### src/design/bds_ram.sv
`default_nettype none
// ----------------------------------------------------------------------------
// bds_ram
// Generic single-clock RAM, one write port and one read port, registered
// read that returns the old contents on a same-address write.
// ----------------------------------------------------------------------------
module bds_ram #(
  parameter int WIDTH = 8,
  parameter int DEPTH = 16,
  localparam int AW = (DEPTH > 1) ? $clog2(DEPTH) : 1
) (
  input  wire logic             clk,
  input  wire logic             we,
  input  wire logic [AW-1:0]    waddr,
  input  wire logic [WIDTH-1:0] wdata,
  input  wire logic             re,
  input  wire logic [AW-1:0]    raddr,
  output logic      [WIDTH-1:0] rdata
);

  logic [WIDTH-1:0] mem [DEPTH];

  always_ff @(posedge clk) begin
    if (we) begin
      mem[waddr] <= wdata;
    end
    if (re) begin
      rdata <= mem[raddr];
    end
  end

endmodule
`default_nettype wire

### config.mk
export PLATFORM = sky130hd
export DESIGN_NAME = bds_ram
export DESIGN_NICKNAME = d
export VERILOG_FILES = /design/src/design/bds_ram.sv
export SDC_FILE = /design/constraint.sdc
export NUM_CORES = 1
export LEC_CHECK = 0
export BUFFER_PORTS_ARGS = -buffer_cell sky130_fd_sc_hd__buf_2
export CAP_MARGIN = 10
export CORE_ASPECT_RATIO = 1.25
export CORE_UTILIZATION = 45
export DETAILED_ROUTE_END_ITERATION = 8
export PLACE_DENSITY = 0.72
export SYNTH_ARGS = -nofsm -noshare
export SYNTH_HDL_FRONTEND = slang
export SYNTH_SLANG_ARGS = --single-unit
### constraint.sdc
create_clock -name clk -period 5.35 [get_ports clk]
set_input_delay 1.07 -clock clk [delete_from_list [all_inputs] [get_ports clk]]
set_output_delay 1.07 -clock clk [all_outputs]
set_load 0.01 [all_outputs]
# Word level (Yosys, flattened, before mapping)
# Memories as Yosys holds them, arrays and structs flattened. A register that Yosys moved wholly into a read port is not among the register bits.
# Index checks and enable logic that the tools add are counted.
# word_totals
ff_bits,0
ramBits,128
inputBits,19
output_inout_bits,8
mem_count,1
# classes
mux,2
# mem_list
memory,depth,word_bits,rd,rd_clocked_by_memory_dff,wr,line,source
mem,16,8,1,1,1,21,logic [WIDTH-1:0] mem [DEPTH];
# op_table
op,n
$mux 1,2

# Logic depth before layout (Yosys ltp)
# Gate-level depths: netlist (run 1).
# depth
word_depth,2
depth_mapped,5
ltp_nobuf,3

# Worst setup path before layout (run 1)
# OpenSTA, ideal clock, no wires.
# synth_path
path_kind,in2reg
startpoint,in waddr[2]
endpoint,"mem mem[0][0], enable pin"
arrival_ns,2.180
slack_ns,2.787
cell_stages,2
n_path_buf,0
cell_sequence,or3b_2 -> nor3_1
# synth_rtl
element,line,source
start: declaration,14,"input wire logic [AW-1:0] waddr,"
end: declaration,21,
# Straight into the memory's write port.

==> flow_summary.json, run 1 <==
{
  "h-tree-depth": 4,
  "hold_buffers": 0,
  "powerDensity_mw_per_mm2": 389,
  "slew-limit-headroom_pct": 29.6,
  "antenna_left": 0,
  "grt_overflow_total": 0,
  "critPathRequiredTime_ns": 5.50,
  "synthTopCellsByArea": "edfxtp_1 78%, mux4_2 7.8%, mux4_1 7.0%",
  "skew_ns": 0.00462,
  "cap_violations": 0,
  "grt_pass1_vias": 2498,
  "synth_seq_area_share_pct": 78.1,
  "drtPass1Iterations": 7,
  "die_y_um": 123,
  "p_leak_nw": 1.98,
  "finalHoldViolCount": 0,
  "drive_gt1_share_pct": 26.9,
  "antenna_found_initial": 0,
  "synth-seq-cells": 136,
  "clk_path_buf_depth": 2,
  "post-dp-hpwl_um": 5730,
  "setup_viol": 0,
  "max-vdd-ir-drop_mv": 0.256,
  "routabilityCongestion": 0.702,
  "via_per_inst": 5.79,
  "place_ws_ns": 2.11,
  "drc": 0,
  "cts_sinks": 136,
  "wl_per_cell_um": 22.1,
  "die-area_mm2": 0.0121,
  "fin_ws_ns": 2.60,
  "cts_resized": 0,
  "num_vias": 2399,
  "drtIter0Drc": 261,
  "worst-setup-path-type": "in -> reg",
  "status": "completed",
  "hold_slack_ns": 0.749,
  "timing.fmax_mhz": 363,
  "cts-root-buf": "clkbuf_16",
  "worst_pin_slew_ns": 1.06,
  "areaGrowthSynthToFinish_pct": 14.5,
  "core_mm2": 0.0112,
  "yosysTopAreaCellShare_pct": 78.1,
  "synth_warnings": 0,
  "fin_nets": 286,
  "clk_latency_ns": 0.40,
  "post-route-period-util_pct": 51.5,
  "hold_class": "reg -> reg",
  "grt_pass1_wl_um": 14100,
  "worst_setup_path_start_kind": "primary input",
  "ios": 27,
  "end_kind": "flip-flop",
  "start_util_pct": 46.7,
  "synth_area_leader_cell": "edfxtp_1",
  "wl_um": 9140,
  "slew_viol_final": 0,
  "cts_buffers": 17,
  "power_mw": 2.33,
  "cts_setup_buffers": 0,
  "rows": 43,
  "post-route-util_pct": 53.5,
  "synthCells": 229,
  "fill_cells": 862,
  "grt_use_total_pct": 17.1,
  "grt_max_degree": 33,
  "syn-mean-instance-area_um2": 22.8,
  "setup-tns-final_ns": 0,
  "rsz0062_at_grt": "false",
  "netlist_area_mm2": 0.00523,
  "clk_pin_slew_ns": 0.06,
  "num_antenna_cells": 0,
  "synth_nets": 248,
  "die_x_um": 98.4,
  "numPortBuffers": 26,
  "critPathArrivalTime_ns": 2.90,
  "cp_max_fo": 32,
  "tritoncts": "yes",
  "yosysUniqueCellTypes": 18,
  "fin_crit_ns": 2.75
}
synth_stat cells:
| library cell | n |
|---|---|
| a22oi_1 | 16 |
| nand2b_1 | 2 |
| nand3b_1 | 2 |
| and2b_1 | 1 |
| or3b_2 | 1 |
| nor2_1 | 13 |
| edfxtp_1 | 136 |
| buf_6 | 3 |
| buf_2 | 3 |
| nor3_1 | 4 |
| mux4_2 | 18 |
| nand3_1 | 1 |
| and2_1 | 1 |
| mux4_1 | 14 |
| nand2_1 | 9 |
| buf_4 | 1 |
| nor2b_1 | 1 |
| clkdlybuf4s25_2 | 3 |
cell type report:
| cell class | count | area [um^2] | area share [%] |
|---|---|---|---|
| tap | 135 | 169 | 2.82 |
| clock buffer | 19 | 433 | 7.23 |
| multi-input combinational | 83 | 1060 | 17.7 |
| clock inverter | 12 | 86.3 | 1.44 |
| sequential | 136 | 4080 | 68.2 |
| timing repair buffer | 29 | 153 | 2.55 |
worst paths after layout:
check / startpoint / to / slack [ns] / depth (start not counted)
setup / recovery: raddr[0] / rdata[5] / 2.60 / 4
hold / removal: mem[12][3] / rdata[3] / 0.75 / 3
setup reg to reg: mem[5][3] / rdata[3] / 3.86 / 3
hold reg to reg: mem[12][3] / rdata[3] / 0.75 / 3
worst max-delay path, stage by stage:
cell,delay [ns]
buf_2,0.78
mux4_1,0.67
a22oi_1,0.28
nand2_1,0.09
layout by cell type (no fill, tap or decap):
| master | n |
|---|---|
| a22oi_1 | 16 |
| mux4_2 | 18 |
| clkinv_2 | 6 |
| clkinv_1 | 3 |
| bufinv_16 | 1 |
| clkinvlp_4 | 2 |
| buf_2 | 26 |
| nand2b_1 | 2 |
| buf_4 | 3 |
| mux4_1 | 14 |
| nor3_2 | 1 |
| nand3b_1 | 2 |
| nor3_1 | 3 |
| nand2_1 | 9 |
| nand3_1 | 1 |
| nor2b_1 | 1 |
| and2b_1 | 1 |
| edfxtp_1 | 136 |
| and2_1 | 1 |
| nor2_1 | 13 |
| clkbuf_16 | 17 |
| or3b_2 | 1 |
| clkbuf_1 | 2 |
through the flow:
stage          instance area (um^2)  cells
3_3_place_gp                   5470    383
6_report                       5990    414
3_5_place_dp                   5470    383
4_1_cts                        5990    414
5_1_grt                        5990    414
2_1_floorplan                  5230    229
registers in the layout (all words and copies together) (netlist names):
signal / cells
mem: 128
rdata: 8
logic make-up after synthesis:
logic type	after synthesis	share of synthesized area [%]
flip-flops	136	78.1
AND/OR/NAND/NOR	35	3.14
multiplexers	32	14.8
AO/OA/AOI/OAI	16	2.30
buffers and inverters	10	1.65
where the power goes:
part	leakage [nW]	switching (mW)	internal (mW)	total [mW]
registers	1.24	0.00583	1.20	1.21
logic	0.490	0.0604	0.0418	0.102
clock network	0.254	0.394	0.624	1.02
total	1.98	0.460	1.87	2.33
metal layers:
layer,up-vias,share of wire [%],track usage [%]
li1,1061,-,-
met3,6,5.9,5.87
met2,89,51,26.8
met4,0,0.88,8.49
met1,1243,42,21.4
met5,-,0,0
(Power assumes the default switching activity.)
==> run 2, diff against run 1 <==
==> constraint.sdc (replaced) <==
create_clock -name clk -period 2.8 [get_ports clk]
set_input_delay 0.56 -clock clk [delete_from_list [all_inputs] [get_ports clk]]
set_output_delay 0.56 -clock clk [all_outputs]
set_load 0.01 [all_outputs]
==> flow_summary.json, run 2 (same netlist as run 1, synthesis figures left out) <==
{
  "worst_pin_slew_ns": 0.834,
  "drive_gt1_share_pct": 31.1,
  "worst_setup_path_start_kind": "primary input",
  "grt_overflow_total": 0,
  "drc": 0,
  "drtIter0Drc": 168,
  "power.switching_mw": 0.937,
  "die_y_um": 123,
  "cts_setup_buffers": 0,
  "worst-setup-path-type": "in -> reg",
  "timing.rr.start": "mem[3][6]",
  "powerDensity_mw_per_mm2": 785,
  "final_cell_area_mm2": 0.00624,
  "core_mm2": 0.0112,
  "comb_power_share_pct": 4.4,
  "critPathRequiredTime_ns": 2.83,
  "p_sw_share_pct": 19.1,
  "status": "completed",
  "grt_max_degree": 21,
  "numPortBuffers": 26,
  "hold_buffers": 0,
  "cts_buffers": 17,
  "mostFrequentLayoutCell": "edfxtp_1",
  "start_util_pct": 46.7,
  "critPathArrivalTime_ns": 1.86,
  "p_int_mw": 3.96,
  "clk_path_buf_depth": 2,
  "wl_per_cell_um": 23.9,
  "setup-tns-final_ns": 0,
  "hold_depth": 1,
  "num_vias": 2494,
  "die_x_um": 98.4,
  "reg2reg_depth": 3,
  "rows": 43,
  "routabilityCongestion": 0.803,
  "seqPwrFrac_pct": 47.1,
  "p_clk_share_pct": 48.5,
  "cap_violations": 0,
  "fill_cells": 815,
  "setup_viol": 0,
  "largest_reg_flops": 128,
  "post-dp-hpwl_um": 6490,
  "r2r-end": "rdata[6]",
  "clk_pin_slew_ns": 0.06,
  "finalHoldViolCount": 0,
  "areaGrowthSynthToFinish_pct": 19.4,
  "reg.largest.list": "mem (128), rdata (8)",
  "cts-root-buf": "clkbuf_16",
  "h-tree-depth": 4,
  "crit_start": "waddr[2]",
  "postPlaceCellArea_mm2": 0.00561,
  "ios": 27,
  "antenna_left": 0,
  "hold_class": "in -> reg",
  "slew-limit-headroom_pct": 44.2,
  "slew_viol_final": 0,
  "cts_resized": 0,
  "cts_sinks": 136,
  "drtPass1Iterations": 6,
  "num_antenna_cells": 0,
  "fin_nets": 300,
  "grt_pass1_vias": 2586,
  "cp_max_fo": 8,
  "largest-register": "mem",
  "via_per_inst": 5.83,
  "post-route-period-util_pct": 65.3,
  "die-area_mm2": 0.0121,
  "grt_pass1_wl_um": 15700,
  "end_kind": "flip-flop",
  "max-vdd-ir-drop_mv": 0.516,
  "wl_um": 10200,
  "placedCellCount": 397,
  "clk_latency_ns": 0.41,
  "skew_ns": 0.0106,
  "min_from": "re",
  "tritoncts": "yes",
  "rsz0062_at_grt": "false",
  "grt_use_total_pct": 18.8,
  "multi_input_area_mm2": 0.00106,
  "p_leak_nw": 2.12,
  "ff2ff_setup_slack_ns": 1.28,
  "fin_crit_ns": 1.83,
  "final_cells": 428,
  "timing.fmax_mhz": 547,
  "antenna_found_initial": 0,
  "seqCellArea_mm2": 0.00408,
  "final_cell_mix": "136 x edfxtp_1, 26 x buf_2, 18 x mux4_2",
  "hold_end": "rdata[7]"
}
run 2: cell count changes in the layout (fill, tap and decap cells not counted), moves of 3 or more:
cell	previous run	this run
buf_4	3	14
clkinv_1	3	0
clkinv_2	6	2
clkinv_4	0	3
bufinv_16	1	5
buf_12	0	3
run 2: worst max path at each step:
stage / to / slack (ns) / depth (start not counted)
finish: mem[3][5] / 0.97 / 3
global route: rdata[2] / 0.91 / 5
CTS: rdata[3] / 0.98 / 5
detailed placement: rdata[3] / 0.55 / 5
global placement: rdata[3] / 0.49 / 5
floorplan: mem[0][0] / 0.75 / 2
run 2: layout make-up:
cell class / count / share of cell area, %
flip-flops and latches: 136 / 65.5
repair buffers: 43 / 4.73
clock buffers: 19 / 6.94
multi-input cells: 83 / 16.9
clock inverters: 12 / 3.23
well taps: 135 / 2.71
run 2: power groups by stage:
stage	Sequential (mW)	Clock (mW)	Combinational (mW)
floorplan	2.35	0	0.116
global placement	2.35	0	0.212
detailed placement	2.35	0	0.214
CTS	2.31	2.40	0.216
global route	2.31	2.49	0.232
finish	2.31	2.37	0.214
run 2: critical path: stages:
cell and delay, ns:
buf_2 0.12, or3b_2 0.52, nor2_1 0.66
run 2: routing by layer:
layer	global-route usage (%)	up-vias	wire, um
met2	28.8	107	5180
met1	25.3	1294	4320
li1	-	1087	-
met5	0	-	0
met3	5.30	6	638
met4	8.58	0	88
run 2: stage by stage:
stage | total power [mW] | hold WS [ns] | util, % | worst slack [ns]
2_1_floorplan | 2.47 | 0.659 | - | 0.747
3_3_place_gp | 2.56 | 0.733 | 50.1 | 0.494
4_1_cts | 4.93 | 0.504 | 55.8 | 0.985
6_report | 4.90 | 0.518 | 55.8 | 0.972
3_5_place_dp | 2.57 | 0.741 | 50.1 | 0.550
5_1_grt | 5.03 | 0.505 | 55.8 | 0.908
==> run 3, diff against run 2 <==
==> constraint.sdc (replaced) <==
create_clock -name clk -period 1.7 [get_ports clk]
set_input_delay 0.34 -clock clk [delete_from_list [all_inputs] [get_ports clk]]
set_output_delay 0.34 -clock clk [all_outputs]
set_load 0.01 [all_outputs]
==> flow_summary.json, run 3 (same netlist as run 1, synthesis figures left out) <==
{
  "slew-limit-headroom_pct": 52.4,
  "min_from": "re",
  "critPathArrivalTime_ns": 1.73,
  "via_per_inst": 5.74,
  "grt_overflow_total": 0,
  "p_leak_nw": 2.13,
  "slew_viol_final": 0,
  "mostFrequentLayoutCell": "edfxtp_1",
  "wl_per_cell_um": 22.9,
  "areaGrowthSynthToFinish_pct": 19.6,
  "clk_path_buf_depth": 2,
  "die_x_um": 98.4,
  "finalHoldViolCount": 0,
  "fin_nets": 309,
  "largest_reg_flops": 128,
  "end_kind": "flip-flop",
  "rows": 43,
  "tritoncts": "yes",
  "grt_pass1_vias": 2605,
  "post-dp-hpwl_um": 6560,
  "antenna_found_initial": 0,
  "powerDensity_mw_per_mm2": 1230,
  "max-vdd-ir-drop_mv": 0.597,
  "violations": "DRC",
  "drive_gt1_share_pct": 33.7,
  "fin_crit_ns": 1.57,
  "drc": 2,
  "setup-tns-final_ns": 0,
  "largest-register": "mem",
  "routabilityCongestion": 0.709,
  "seqCellArea_mm2": 0.00408,
  "core_mm2": 0.0112,
  "ios": 27,
  "multi_input_area_mm2": 0.00106,
  "fill_cells": 829,
  "reg.largest.list": "mem (128), rdata (8)",
  "final_cell_area_mm2": 0.00625,
  "post-route-period-util_pct": 92.5,
  "antenna_left": 0,
  "place_ws_ns": -0.216,
  "drtIter0Drc": 259,
  "die_y_um": 123,
  "cts_setup_buffers": 0,
  "numPortBuffers": 26,
  "timing.rr.start": "mem[0][3]",
  "grt_pass1_wl_um": 15500,
  "clk_pin_slew_ns": 0.06,
  "status": "finished, violations left",
  "cts-root-buf": "clkbuf_16",
  "critPathRequiredTime_ns": 1.86,
  "die-area_mm2": 0.0121,
  "cts_resized": 0,
  "start_util_pct": 46.7,
  "worst_setup_path_start_kind": "flip-flop",
  "cap_violations": 0,
  "rsz0062_at_grt": "false",
  "fin_ws_ns": 0.127,
  "timing.fmax_mhz": 636,
  "crit_start": "mem[0][3]",
  "worst-setup-path-type": "reg -> reg",
  "cts_buffers": 17,
  "h-tree-depth": 4,
  "setup_viol": 0,
  "ff2ff_setup_slack_ns": 0.13,
  "wl_um": 10000,
  "cp_max_fo": 1,
  "grt_max_degree": 17,
  "worst_pin_slew_ns": 0.712,
  "drtPass1Iterations": 8,
  "hold_buffers": 0,
  "postPlaceCellArea_mm2": 0.00568,
  "final_cell_mix": "136 x edfxtp_1, 26 x buf_2, 23 x buf_4",
  "grt_use_total_pct": 18.7,
  "skew_ns": 0.00549,
  "num_antenna_cells": 0,
  "hold_class": "in -> reg",
  "cts_sinks": 136,
  "clk_latency_ns": 0.41,
  "post-route-util_pct": 55.9,
  "num_vias": 2515
}
## run 3: cell count changes in the layout (fill, tap and decap cells not counted), sizes merged
cell / before / now
bufinv: 5 / 2
buf: 43 / 52
clkinvlp: 2 / 5
clkbuf: 19 / 17
inv: 0 / 3
## run 3: layout make-up
type	instances	share of cell area (%)
well taps	135	2.70
clock buffers	17	6.80
flip-flops and latches	136	65.3
clock inverters	15	2.40
multi-input cells	83	17.0
repair buffers	52	5.80
## run 3: metrics by stage
stage	hold WS (ns)	power, mW	std cells
2_1_floorplan	0.439	4.06	229
3_3_place_gp	0.722	4.22	406
3_5_place_dp	0.732	4.23	406
4_1_cts	0.293	7.73	438
5_1_grt	0.295	7.89	438
6_report	0.299	7.68	438
## run 3: worst paths after layout
kind	end	cells past startpoint
hold reg to reg	rdata[5]	3
setup / recovery	rdata[3]	3
hold / removal	rdata[6]	1
setup reg to reg	rdata[3]	3
## run 3: critical path, cell delays in order (launching register included)
cell	delay, ns
edfxtp_1	0.39
mux4_1	0.52
a22oi_1	0.32
nand2_1	0.09
## run 3: report_power, final
group	leakage (nW)	internal [mW]	switching (mW)
clock network	0.267	2.15	1.37
registers	1.24	3.78	0.0202
logic	0.623	0.160	0.202
total	2.13	6.09	1.59
## run 3: layer usage
layer / track usage [%] / wire length [um] / vias to the layer above
li1: - / - / 1103
met1: 22.5 / 4010 / 1294
met2: 30.9 / 5180 / 102
met3: 5.41 / 630 / 16
met4: 9.42 / 224 / 0
met5: 0 / 0 / -
