==> src/design/bds_pkg.sv <==
`default_nettype none
// ----------------------------------------------------------------------------
// bds_pkg
// Types and constants shared by the binned delay statistics block.
// ----------------------------------------------------------------------------
package bds_pkg;

  localparam logic OP_RECORD = 1'b0;
  localparam logic OP_READ   = 1'b1;

  localparam logic CFG_SAMPLING_PERIOD = 1'b0;
  localparam logic CFG_BIN_COUNT       = 1'b1;

  localparam logic [30:0] PERIOD_RESET    = 31'd1000000;
  localparam logic [8:0]  BIN_COUNT_RESET = 9'd256;

  localparam int IN_TDATA_W  = 72;
  localparam int OUT_TDATA_W = 184;

  typedef struct packed {
    logic [31:0] delay_max;
    logic [31:0] delay_min;
    logic [63:0] delay_total;
    logic [31:0] packet_count;
  } bin_t;

  localparam bin_t BIN_EMPTY = '{
    delay_max:    32'd0,
    delay_min:    32'hFFFF_FFFF,
    delay_total:  64'd0,
    packet_count: 32'd0
  };

  typedef struct packed {
    logic        op;
    logic        clear;
    logic        in_range;
    logic [7:0]  bin_index;
    logic [8:0]  bins_used;
    logic [31:0] delay;
  } issue_t;

endpackage
`default_nettype wire

==> src/design/bds_update.sv <==
`default_nettype none
// ----------------------------------------------------------------------------
// bds_update
// Read-modify-write stage with write forwarding, and the output register.
// ----------------------------------------------------------------------------
module bds_update #(
  parameter int BINS = 256,
  localparam int BW = (BINS > 1) ? $clog2(BINS) : 1
) (
  input  wire logic                                  clk,
  input  wire logic                                  rst_n,
  input  wire logic                                  accept,
  input  wire bds_pkg::issue_t                       issue,
  input  wire logic      [BW-1:0]                    rd_addr,
  input  wire bds_pkg::bin_t                         ram_rdata,
  output logic                                       s1_ready,
  output logic                                       wr_en,
  output logic           [BW-1:0]                    wr_addr,
  output bds_pkg::bin_t                              wr_data,
  output logic                                       out_tvalid,
  input  wire logic                                  out_tready,
  output logic           [bds_pkg::OUT_TDATA_W-1:0]  out_tdata,
  output logic                                       out_tuser
);
  import bds_pkg::*;

  logic          s1_valid_r;
  issue_t        s1_r;
  logic [BW-1:0] s1_addr_r;
  logic          wb_valid_r;
  logic [BW-1:0] wb_addr_r;
  bin_t          wb_data_r;
  logic          out_valid_r, out_rec_r, out_in_range_r;
  logic [7:0]    out_index_r;
  logic [8:0]    out_used_r;
  bin_t          out_bin_r, out_bin_nxt;
  bin_t          base, upd;
  logic          s1_go, s1_rec;

  always_comb begin
    s1_go    = !out_valid_r || out_tready;
    s1_ready = !s1_valid_r || s1_go;
    s1_rec   = s1_r.op == OP_RECORD;
    if (s1_r.clear) begin
      base = BIN_EMPTY;
    end else if (wb_valid_r && wb_addr_r == s1_addr_r) begin
      base = wb_data_r;
    end else begin
      base = ram_rdata;
    end
    upd.packet_count = base.packet_count + 32'd1;
    upd.delay_total  = base.delay_total + {32'd0, s1_r.delay};
    upd.delay_min    = (s1_r.delay < base.delay_min) ? s1_r.delay : base.delay_min;
    upd.delay_max    = (s1_r.delay > base.delay_max) ? s1_r.delay : base.delay_max;
    if (s1_rec) begin
      out_bin_nxt = upd;
    end else if (s1_r.in_range) begin
      out_bin_nxt = base;
    end else begin
      out_bin_nxt = '0;
    end
    wr_en   = s1_valid_r && s1_go && s1_rec;
    wr_addr = s1_addr_r;
    wr_data = upd;
  end

  always_ff @(posedge clk) begin
    if (!rst_n) begin
      s1_valid_r  <= 1'b0;
      wb_valid_r  <= 1'b0;
      out_valid_r <= 1'b0;
    end else begin
      if (s1_ready) begin
        s1_valid_r <= accept;
      end
      if (s1_go) begin
        out_valid_r <= s1_valid_r;
      end
      if (wr_en) begin
        wb_valid_r <= 1'b1;
      end
    end
  end

  always_ff @(posedge clk) begin
    if (accept) begin
      s1_r      <= issue;
      s1_addr_r <= rd_addr;
    end
    if (wr_en) begin
      wb_addr_r <= s1_addr_r;
      wb_data_r <= upd;
    end
    if (s1_go && s1_valid_r) begin
      out_bin_r      <= out_bin_nxt;
      out_rec_r      <= s1_rec;
      out_in_range_r <= s1_r.in_range;
      out_index_r    <= s1_r.bin_index;
      out_used_r     <= s1_r.bins_used;
    end
  end

  assign out_tvalid = out_valid_r;
  assign out_tuser  = out_in_range_r;
  assign out_tdata  = {7'd0, out_used_r, out_bin_r.delay_max, out_bin_r.delay_min,
                       out_bin_r.delay_total, out_bin_r.packet_count, out_index_r};

`ifndef SYNTHESIS
  a_rec_in_range: assert property (@(posedge clk) disable iff (!rst_n)
    out_valid_r && out_rec_r |-> out_in_range_r)
    else $error("record result without in_range");
  a_rec_min_max: assert property (@(posedge clk) disable iff (!rst_n)
    out_valid_r && out_rec_r |-> out_bin_r.delay_min <= out_bin_r.delay_max)
    else $error("record result with min above max");
  a_miss_zero: assert property (@(posedge clk) disable iff (!rst_n)
    out_valid_r && !out_in_range_r |-> out_bin_r == '0)
    else $error("out-of-range read with nonzero statistics");
  a_s1_hold: assert property (@(posedge clk) disable iff (!rst_n)
    s1_valid_r && !s1_go |=> s1_valid_r && $stable(s1_addr_r))
    else $error("update stage lost its word while stalled");
`endif

endmodule
`default_nettype wire

==> config.mk <==
export PLATFORM = sky130hd
export DESIGN_NAME = bds_update
export DESIGN_NICKNAME = d
export VERILOG_FILES = /design/src/design/bds_pkg.sv /design/src/design/bds_update.sv
export SDC_FILE = /design/constraint.sdc
export NUM_CORES = 1
export LEC_CHECK = 0
export BUFFER_PORTS_ARGS = -buffer_cell sky130_fd_sc_hd__buf_2
export CORE_AREA = 2 2 225 227
export CTS_CLUSTER_DIAMETER = 200
export DETAILED_ROUTE_END_ITERATION = 12
export DIE_AREA = 0 0 227 229
export MAX_ROUTING_LAYER = met4
export PLACE_DENSITY = 0.76
export SLEW_MARGIN = 20
export SYNTH_ARGS = -nofsm -noshare
export SYNTH_HDL_FRONTEND = slang
export SYNTH_SLANG_ARGS = --single-unit
==> constraint.sdc <==
create_clock -name clk -period 20.6 [get_ports clk]
set_input_delay 4.12 -clock clk [delete_from_list [all_inputs] [get_ports clk]]
set_output_delay 4.12 -clock clk [all_outputs]
set_load 0.01 [all_outputs]
# After elaboration in Yosys (flattened, before gate mapping)
# Index checks and enable logic that the tools add are counted.
# totals
register_bits,409
input_bits,224
output_inout_bits,356
wordCells,41
# op_classes
add_sub_neg,2
magnitude_cmp,2
eq_ne,1
muxes,6
n_bitwise,1
n_reduce_logical,7
# op_table
cell,count
$mux W160,4
$add A64 B32 Y64,1
$mux W32,2
$add A32 B1 Y32 const B,1
$gt A32 B32 Y1,1
$lt A32 B32 Y1,1
$eq A8 B8 Y1,1
$logic_and A1 B1 Y1,3
$logic_not A1 Y1,2
$logic_or A1 B1 Y1,2
$not A1 Y1,1

# Longest topological paths before layout
# Gate-level depths: netlist of the first run.
# depth
depth_word,7
mapped_depth,27
depth_no_buf,19

# Worst setup path before layout of the first run
# OpenSTA, ideal clock, no wires.
# synth_path
kind,input to output
start,in out_tready
end,out wr_en
t_arrival_ns,16.600
required_time_ns,16.480
path_slack_ns,-0.120
path_stages,3
path_buffers,0
cell_sequence,nor2b_1 -> nor2b_1 -> and2_1
# synth_via
elab_chain_cells,3
# synth_lines
element,line,rtl
"start, declared",bds_update.sv:21,"input wire logic out_tready,"
$logic_or A1 B1 Y1,bds_update.sv:41,s1_go = !out_valid_r || out_tready;
$logic_and A1 B1 Y1 (2 in series),bds_update.sv:62,wr_en = s1_valid_r && s1_go && s1_rec;
"end, declared",bds_update.sv:17,"output logic wr_en,"
# No other way between the ends.

==> metrics.yaml, run 1 <==
vias_per_cell: 5.88
cts.sink_count: 409
post_cts_buffers: 0
dr.pass1.iters: 5
leakage_nw: 11.6
grt_start_max_net_pins: 70
rsz0062_at_grt: "false"
core_mm2: 0.0497
ant_nets: 0
fin_nets: 2899
grt_pass1_wl_um: 118000
critical-path-slowest-cell: "a21oi_1"
power.internal_mw: 1.63
dp.cells: 3207
port_buffers: 572
synth.distinct_cells: 80
total_power_mw: 2.32
synthArstFlopShare_pct: 0
cts_root_buf: "clkbuf_16"
hpwl_um: 57500
crit_type: "input port to output pin"
cap_violations: 0
grt_busiest_layer: "met2"
die_y_um: 229
comb_power_share_pct: 20.5
critPathRequiredTime_ns: 16.48
cp-start-kind: "input port"
die_w_um: 227
max-vdd-ir-drop_uv: 76.8
finalCritPeriodShare_pct: 60.6
slew_headroom_pct: 30.6
p_clk_share_pct: 35.2
hold_viol_final: 0
areaGrowthSynthToFinish_pct: 21.8
grt_pass1_vias: 19400
sw_frac_of_total_pct: 29.6
fin_crit_ns: 12.49
layout-drive-gt1-share_pct: 27.7
worstPathArrival_ns: 8.37
clkTransAtPathRegs_ns: 0.06
insertion_delay_ns: 0.58
ys_seq_area_share_pct: 54.1
powerDensity_mw_per_mm2: 84.0
die_area_mm2: 0.0520
grt_use_met2_pct: 49.5
wl_um: 80800
nFillCells: 4332
pwr-share-seq_pct: 44.2
drt_iter0_markers: 1735
yosysWarnings: 0
synth_seq_cells: 409
endpoint_kind: "output pin"
use_met1_pct: 37.1
syn_inst: 2056
crit_chain: "buf_2, nand2_1, a21oi_1, ha_1, nand2_1, or2_2, or3_1, o211ai_1, o21ai_0, a22oi_4, a32oi_2, a21oi_1, and4b_1, xor2_1, buf_2"
cpPeakStageDelay_ns: 0.86
antenna_found_initial: 15
start_util_pct: 45.6
gp_congestion: 0.940
cts_buffers: 46
cts_resized: 0
drc: 0
seq_area_mm2: 0.0123
gr-usage-all-layers_pct: 31.1
synth-edff-count: 406
final-setup-viol-count: 0
synth_flop_cell: "edfxtp_1"
utilization_pct: 55.6
rows: 82
outcome: "finished, final reports clean"
grtUsageMet3_pct: 7.83
slew_viol_final: 0
vias: 19400
multi_input_area_mm2: 0.00973
timing.critical_path.from: "ram_rdata[46]"
ioPinCount: 580
path_max_fanout: 8
gr-total-overflow: 0
switching_power_mw: 0.686
syn_avg_cell_area_um2: 11.0
min_from: "s1_r[48]"
stdcell_count: 3303
min_path_type: "flop to flop"
fin_setup_tns_ns: 0
htree_levels: 2
hold_buffers: 0
skew_ns: 0.0170
clk_path_buf_depth: 3
syn_area_mm2: 0.0227
cts_tree: "built"
worst_pin_slew_ns: 1.04
drt-wirelength-per-cell_um: 24.5
r2r_start: "wr_addr[1]"
max_freq_ghz: 0.0801
cells in the mapped netlist, types with 4 or more instances:
cell type	count	area, µm²
nand4_1	36	225
o211ai_1	5	37.5
nor3_1	20	100
nor4_1	6	37.5
inv_1	52	195
xor2_1	40	350
buf_1	19	71.3
clkbuf_1	84	315
mux2i_1	52	521
a21o_1	33	248
o21a_1	15	113
a22o_1	112	981
ha_1	91	1140
o32ai_1	35	307
a31oi_1	21	131
nand2b_1	10	62.6
mux2_2	29	327
or3_1	7	43.8
buf_4	10	75.1
and3_1	52	325
nand2_1	309	1160
buf_2	8	40.0
a211oi_1	10	75.1
or2_2	5	31.3
a221oi_1	4	35.0
o31ai_1	11	82.6
and4_1	5	43.8
edfxtp_1	406	12200
nand3_1	54	270
buf_6	4	45.0
o21ai_0	39	195
xnor2_1	62	543
nor2_1	147	552
o31a_1	6	52.6
nor2b_1	13	81.3
a21oi_1	126	631
o2bb2ai_1	8	70.1
maj3_1	4	40.0
and2_1	43	269
power by group through the flow:
stage / combinational [mW] / sequential (mW) / clock, mW
finish: 0.476 / 1.02 / 0.816
global placement: 0.463 / 1.04 / 0
detailed placement: 0.470 / 1.04 / 0
global route: 0.514 / 1.03 / 0.856
CTS: 0.473 / 1.02 / 0.833
floorplan: 0.270 / 1.04 / 0
cell usage in the layout, fill, tap and decap left out, drive strengths merged, types with 35 or more instances in the layout:
master,synthesis,final
nand2,309,309
o21ai,41,41
and2,44,44
and3,52,52
nand3,54,54
inv,53,57
a21oi,127,127
o32ai,35,35
xor2,40,40
clkbuf,84,53
xnor2,63,63
edfxtp,406,406
buf,41,598
mux2i,52,52
a22o,112,112
ha,91,91
nand4,36,36
nor2,147,147
logic make-up (layout without fill, tap and decap cells):
logic type,Yosys count,count (layout),synth area share [%]
AO/OA/AOI/OAI,455,455,14.3
multiplexers,81,81,3.74
XOR/XNOR,103,103,4.02
other,1,20,0.0166
AND/OR/NAND/NOR,732,732,15.2
flip-flops,409,409,54.1
adder cells (fa/ha/maj),96,96,5.29
buffers and inverters,179,735,3.31
worst max-delay path, delay by kind of cell:
family          cells  cell delay [ns]
compound gates      6             2.03
simple gates        5             1.20
xor+xnor            1             0.26
buf+inv             2             0.30
fa+ha+maj           1             0.44
metrics by stage:
stage / instance area (µm²) / hold slack, ns / worst slack (ns)
2_1_floorplan: 22700 / 0.400 / 3.46
3_3_place_gp: 26100 / 0.400 / 8.20
3_5_place_dp: 26100 / 0.405 / 8.10
4_1_cts: 27600 / 0.417 / 8.09
5_1_grt: 27600 / 0.430 / 7.85
6_report: 27600 / 0.414 / 8.11
worst paths after layout:
path,to,slack (ns),cells after the start
min,out_index_r[7],0.41,0
max reg2reg,out_tdata[89],13.92,18
min reg2reg,out_index_r[7],0.41,0
max,wr_data[71],8.11,15
layout make-up:
type | instances | area share, %
Sequential cell | 409 | 44.4
Multi-Input combinational cell | 1474 | 35.3
Timing Repair Buffer | 598 | 11.1
Clock buffer | 53 | 4.42
Tap cell | 672 | 3.05
Clock inverter | 30 | 0.898
Inverter | 54 | 0.744
Antenna cell | 13 | 0.118
registers in the layout (all words and copies together) (netlist names):
name         flops
wr_addr          8
wb_addr_r        8
out_tdata      160
out_tuser        1
out_index_r      8
s1_r            52
out_used_r       9
wb_data_r      160
s1_valid_r       1
wb_valid_r       1
out_tvalid       1
layer usage:
| metal | routed length (µm) | vias to the layer above |
|---|---|---|
| li1 | - | 8753 |
| met1 | 30900 | 9401 |
| met2 | 38200 | 1090 |
| met3 | 8230 | 192 |
| met4 | 3460 | 0 |
| met5 | 0 | - |
Power figures use the tool's default switching activity.
==> run 2: changes to the inputs <==
Settings changed: CORE_AREA 2 2 225 227 to 2 2 223 225, DIE_AREA 0 0 227 229 to 0 0 225 227, PLACE_DENSITY 0.76 to 0.75.
Clock period 20.6 ns to 12 ns, I/O delays scaled along.
==> run 2 against run 1 <==
  * Non-clock buffer count shrank 3
  * Sequential power grew 73%
  * Sequential cell count is the same
  * Sequential share of layout area shrank 0.054 points
  * Critical path type is now flop to output pin
  * Highest routed layer unchanged
  * Die area shrank 1.7%
  * Utilization grew 1.3 points
  * Worst setup slack lost 5.3 ns
  * Clock skew shrank 0.0026 ns
  * Clock-buffer cell count grew 6
  * Power grew 76%
  * Critical path depth grew 4
==> metrics.yaml, run 2 (synthesis results as in run 1) <==
highest_layer: "met4"
stdcell_count: 3261  # -1.3%
die_area_mm2: 0.0511  # -1.7%
cp-start-kind: "flop"
slew_viol_final: 0  # unchanged
min_from: "s1_r[46]"
layout-drive-gt1-share_pct: 27.4  # -0.27 points
reg2reg_depth: 19  # +1
start_util_pct: 46.7  # +1.0 points
antenna_found_initial: 17  # +2
design_area_mm2: 0.0276  # +0.12%
worst_pin_slew_ns: 1.15  # +0.107 ns
drt-wirelength-per-cell_um: 24.5  # +0.26%
dr.pass1.iters: 6  # +1
cts_resized: 0  # unchanged
fin_setup_tns_ns: 0  # unchanged
drt_iter0_markers: 1709  # -1.5%
crit_type: "flop to output pin"
total_power_mw: 4.07  # +76%
wl_met3_um: 8300  # +0.81%
rows: 81  # -1.2%
die_w_um: 225  # -0.88%
timing.critical_path.from: "wr_addr[1]"
drc: 0  # unchanged
final-setup-viol-count: 0  # unchanged
fin_ws_ns: 2.81  # -5.31 ns
dp_slack_ns: 2.94  # -5.17 ns
cts.sink_count: 409  # unchanged
hold_viol_final: 0  # unchanged
path_max_fanout: 39  # +31
vias: 19600  # +0.88%
layout_commonest_cell: "buf_2"
hpwl_um: 56800  # -1.2%
whs_ns: 0.418  # +0.00472 ns
post_cts_buffers: 0  # unchanged
max_freq_ghz: 0.109
dp.cells: 3154  # -1.7%
max-vdd-ir-drop_uv: 126  # +65%
fin_nets: 2897  # -0.069%
cts_tree: "built"
gp_congestion: 0.964  # +2.6%
grt_start_max_net_pins: 85  # +21%
wl_met2_um: 37800  # -1.2%
rsz0062_at_grt: "false"
port_buffers: 572  # unchanged
grt_pass1_vias: 19100  # -1.4%
r2r_start: "wr_addr[1]"
ant_nets: 0  # unchanged
die_y_um: 227  # -0.87%
slew_headroom_pct: 23.2  # -7.4 points
vias_per_cell: 6.01  # +2.2%
skew_ns: 0.0144  # -0.00265 ns
gr-usage-all-layers_pct: 30.9  # -0.15 points
min_path_type: "flop to flop"
gr-total-overflow: 0  # unchanged
cts_root_buf: "clkbuf_16"
areaGrowthSynthToFinish_pct: 21.9
finalCritPeriodShare_pct: 76.6
clk_path_buf_depth: 3  # unchanged
core_mm2: 0.0485  # -2.2%
htree_levels: 2  # unchanged
fin_crit_ns: 9.19
cap_violations: 0  # unchanged
grt_pass1_wl_um: 116000  # -1.7%
critPathRequiredTime_ns: 9.60  # -6.88 ns
drt-met1-wl_um: 30500  # -1.4%
hold_buffers: 0  # unchanged
min_delay_path_depth: 0  # unchanged
worstPathArrival_ns: 6.79  # -1.58 ns
outcome: "finished, final reports clean"
clkTransAtPathRegs_ns: 0.06  # about the same
final_cell_mix: "buf_2 (572), edfxtp_1 (406), nand2_1 (308)"
insertion_delay_ns: 0.60  # +0.02 ns
wl_um: 80000  # -1.0%
leakage_nw: 11.6  # +0.32%
endpoint_kind: "output pin"
cts_buffers: 47  # +2.2%
placed_area_mm2: 0.0260  # -0.33%
utilization_pct: 56.9  # +1.3 points
ioPinCount: 580  # unchanged
powerDensity_mw_per_mm2: 148  # +76%
run 2: changes by cell type in the layout (fill, tap and decap cells not counted):
cell	delta
clkbuf_1	+8
clkinv_1	-1
diode_2	+8
bufinv_16	+4
clkbuf_8	-2
inv_16	+2
inv_6	+2
inv_8	-1
clkinv_2	-2
buf_4	-3
clkinv_4	-3
clkinvlp_4	-4
run 2: final timing paths:
| kind | end | slack [ns] |
|---|---|---|
| worst min register to register | out_index_r[5] | 0.42 |
| worst min-delay path | out_index_r[5] | 0.42 |
| worst max-delay path | wr_data[71] | 2.81 |
| worst max register to register | out_tdata[89] | 5.64 |
run 2: cell type report:
cell class	instances	area [µm²]
Clock inverter	27	344
Antenna cell	21	52.6
Clock buffer	59	1220
Sequential cell	409	12300
Fill cell	4083	20900
Multi-Input combinational cell	1474	9730
Tap cell	622	778
Inverter	54	205
Timing Repair Buffer	595	3040
run 2: routing by layer:
metal / GRT usage [%] / up-vias
met3: 8.27 / 194
met5: - / -
met4: 14.3 / 0
li1: - / 8779
met2: 49.2 / 1070
met1: 36.9 / 9565
run 2: worst max-delay path: stages, from the launching register on:
cell and delay (ns):
edfxtp_1 0.42, xnor2_1 0.26, nand4_1 0.49, nor3_4 0.34, buf_4 0.43, buf_4 0.50
nand2_1 0.10, a21oi_1 0.28, ha_1 0.28, a21oi_1 0.10, a21o_1 0.21, a211o_1 0.25
o211ai_1 0.18, o21ai_0 0.30, a22oi_4 0.34, a32oi_2 0.13, a21oi_1 0.81, and4b_1 0.31
xor2_1 0.27, buf_2 0.19
run 2: where the power goes:
part | internal, mW | switching (mW)
combinational | 0.304 | 0.517
sequential | 1.70 | 0.0568
clock | 0.879 | 0.618
total | 2.88 | 1.19
==> run 3: changes to the inputs <==
Settings changed: CORE_AREA 2 2 223 225 to 2 2 225 227, DIE_AREA 0 0 225 227 to 0 0 227 229, PLACE_DENSITY 0.75 to 0.76.
Clock period 12 ns to 8.35 ns, I/O delays scaled along.
==> run 3 against run 2 <==
  * Combinational power is 44% higher
  * Cell count increased by 1.6%
  * Clock skew increased by 0.0074 ns
  * Sequential power is 44% higher
  * Critical endpoint is now wr_data[94]
==> metrics.yaml, run 3 (synthesis results as in run 1) <==
outcome: "finished, final reports clean"
drt_iter0_markers: 1683  # -1.5%
power.internal_mw: 4.06  # +41%
cts_buffers: 44  # -6.4%
cap_violations: 0  # unchanged
comb_power_share_pct: 20.6  # +0.4 points
switching_power_mw: 1.66  # +40%
slew_viol_final: 0  # unchanged
utilization_pct: 55.8  # -1.1 points
final-setup-viol-count: 0  # unchanged
critPathRequiredTime_ns: 6.68  # -2.92 ns
min_path_type: "flop to flop"
crit_type: "flop to output pin"
rows: 82  # +1.2%
worstPathArrival_ns: 6.16  # -0.63 ns
vias_per_cell: 5.89  # -2.1%
cts_resized: 0  # unchanged
fin_setup_tns_ns: 0  # unchanged
grt_start_max_net_pins: 70  # -18%
stdcell_count: 3312  # +1.6%
fin_crit_ns: 7.83
critical-path-slowest-cell: "or3_1"
post_cts_buffers: 0  # unchanged
port_buffers: 572  # unchanged
cp-start-kind: "flop"
leakage_nw: 11.6  # +0.19%
die_w_um: 227  # +0.89%
gp_congestion: 0.960  # -0.45%
vias: 19500  # -0.57%
areaGrowthSynthToFinish_pct: 22.3
drt-wirelength-per-cell_um: 24.2  # -1.3%
ioPinCount: 580  # unchanged
pwr-share-seq_pct: 44.2  # +1.1 points
layout_commonest_cell: "buf_2"
max_freq_ghz: 0.128
cts_tree: "built"
final_cell_mix: "buf_2 (572), edfxtp_1 (406), nand2_1 (308)"
fin_nets: 2911  # +0.48%
htree_levels: 2  # unchanged
grt_pass1_vias: 19200  # +0.18%
layout-drive-gt1-share_pct: 27.9  # +0.49 points
cts_root_buf: "clkbuf_16"
core_mm2: 0.0497  # +2.3%
drc: 0  # unchanged
worst_pin_slew_ns: 1.16  # +0.0119 ns
wl_um: 80200  # +0.24%
clkTransAtPathRegs_ns: 0.07  # about the same
crit_chain: "xor2_1, or3_1, nor3_4, buf_12, buf_4, buf_4, nand2_1, a21oi_1, ha_1, a211oi_1, o21ai_0, a21oi_1, o31a_1, o221ai_1, maj3_1, a22oi_2, o21a_1, and4bb_1, xor2_1, buf_2"
hold_viol_final: 0  # unchanged
cts.sink_count: 409  # unchanged
start_util_pct: 45.6  # -1.0 points
path_max_fanout: 10  # -74%
grt_pass1_wl_um: 116000  # +0.60%
clk_path_buf_depth: 3  # unchanged
slew_headroom_pct: 22.6  # -0.52 points
skew_ns: 0.0218  # +0.00740 ns
antenna_found_initial: 11  # -6
whs_ns: 0.418  # -0.000121 ns
nFillCells: 4360  # +6.8%
dr.pass1.iters: 5  # -1
insertion_delay_ns: 0.58  # -0.02 ns
gr-total-overflow: 0  # unchanged
hold_buffers: 0  # unchanged
gr-usage-all-layers_pct: 30.7  # -0.20 points
die_area_mm2: 0.0520  # +1.8%
cpPeakStageDelay_ns: 0.58  # -0.23 ns
ant_nets: 0  # unchanged
hpwl_um: 58300  # +2.6%
sw_frac_of_total_pct: 29.1  # -0.20 points
finalCritPeriodShare_pct: 93.7
dp.cells: 3215  # +1.9%
endpoint_kind: "output pin"
p_clk_share_pct: 35.2  # -1.5 points
powerDensity_mw_per_mm2: 207  # +40%
max-vdd-ir-drop_uv: 201  # +59%
rsz0062_at_grt: "false"
die_y_um: 229  # +0.88%
-- run 3: cell count changes in the layout (fill, tap and decap cells not counted), moves of 2 or more --
| cell | before | now |
|---|---|---|
| diode_2 | 21 | 14 |
| clkinvlp_4 | 0 | 5 |
| clkinv_1 | 9 | 5 |
| clkbuf_16 | 47 | 45 |
| inv_6 | 4 | 2 |
| inv_16 | 2 | 0 |
| clkbuf_1 | 12 | 9 |
| buf_4 | 23 | 38 |
| clkinv_2 | 5 | 3 |
-- run 3: per-layer routing --
layer	global-route usage [%]	vias up	part of all wire, %
met4	12.9	0	4.2
met1	37.4	9422	38
met2	48.5	1071	47
li1	-	8801	-
met5	-	-	0
met3	7.86	202	10
-- run 3: area by class of cell --
class	instances	area, µm²	share of cell area, %
diodes	14	35.0	0.126
clock buffers	54	1160	4.19
clock inverters	23	289	1.04
inverters	54	205	0.741
multi-input cells	1474	9730	35.1
flip-flops and latches	409	12300	44.2
well taps	672	841	3.03
repair buffers	612	3200	11.5
-- run 3: power groups by stage --
stage / sequential (mW) / clock (mW) / combinational, mW
CTS: 2.53 / 2.05 / 1.17
global route: 2.54 / 2.12 / 1.28
global placement: 2.56 / 0 / 1.14
finish: 2.53 / 2.02 / 1.18
floorplan: 2.56 / 0 / 0.667
detailed placement: 2.57 / 0 / 1.17
-- run 3: worst paths after layout --
kind	startpoint	endpoint	slack, ns	cells past startpoint
worst max register to register	wr_addr[4]	out_tdata[100]	2.50	20
worst min register to register	s1_r[37]	out_used_r[5]	0.42	0
worst max-delay path	wr_addr[4]	wr_data[94]	0.52	20
worst min-delay path	s1_r[37]	out_used_r[5]	0.42	0
-- run 3: critical path: cells and delay by family, from the launching register on --
kind / cells / cell delay, ns
AOI/OAI and AO/OA: 8 / 2.15
xor gates and xnor gates: 2 / 0.43
adders and majority gates: 2 / 0.81
buffers and inverters: 4 / 0.57
DFF: 1 / 0.42
and+or+nand+nor: 4 / 1.17
-- run 3: through the flow --
step	worst slack, ns	area, µm²	total power, mW
after floorplan	-0.120	22700	3.23
after global placement	0.898	26100	3.70
after detailed placement	0.764	26200	3.73
after CTS	0.123	27600	5.75
after global routing	0.144	27700	5.93
final	0.523	27700	5.73
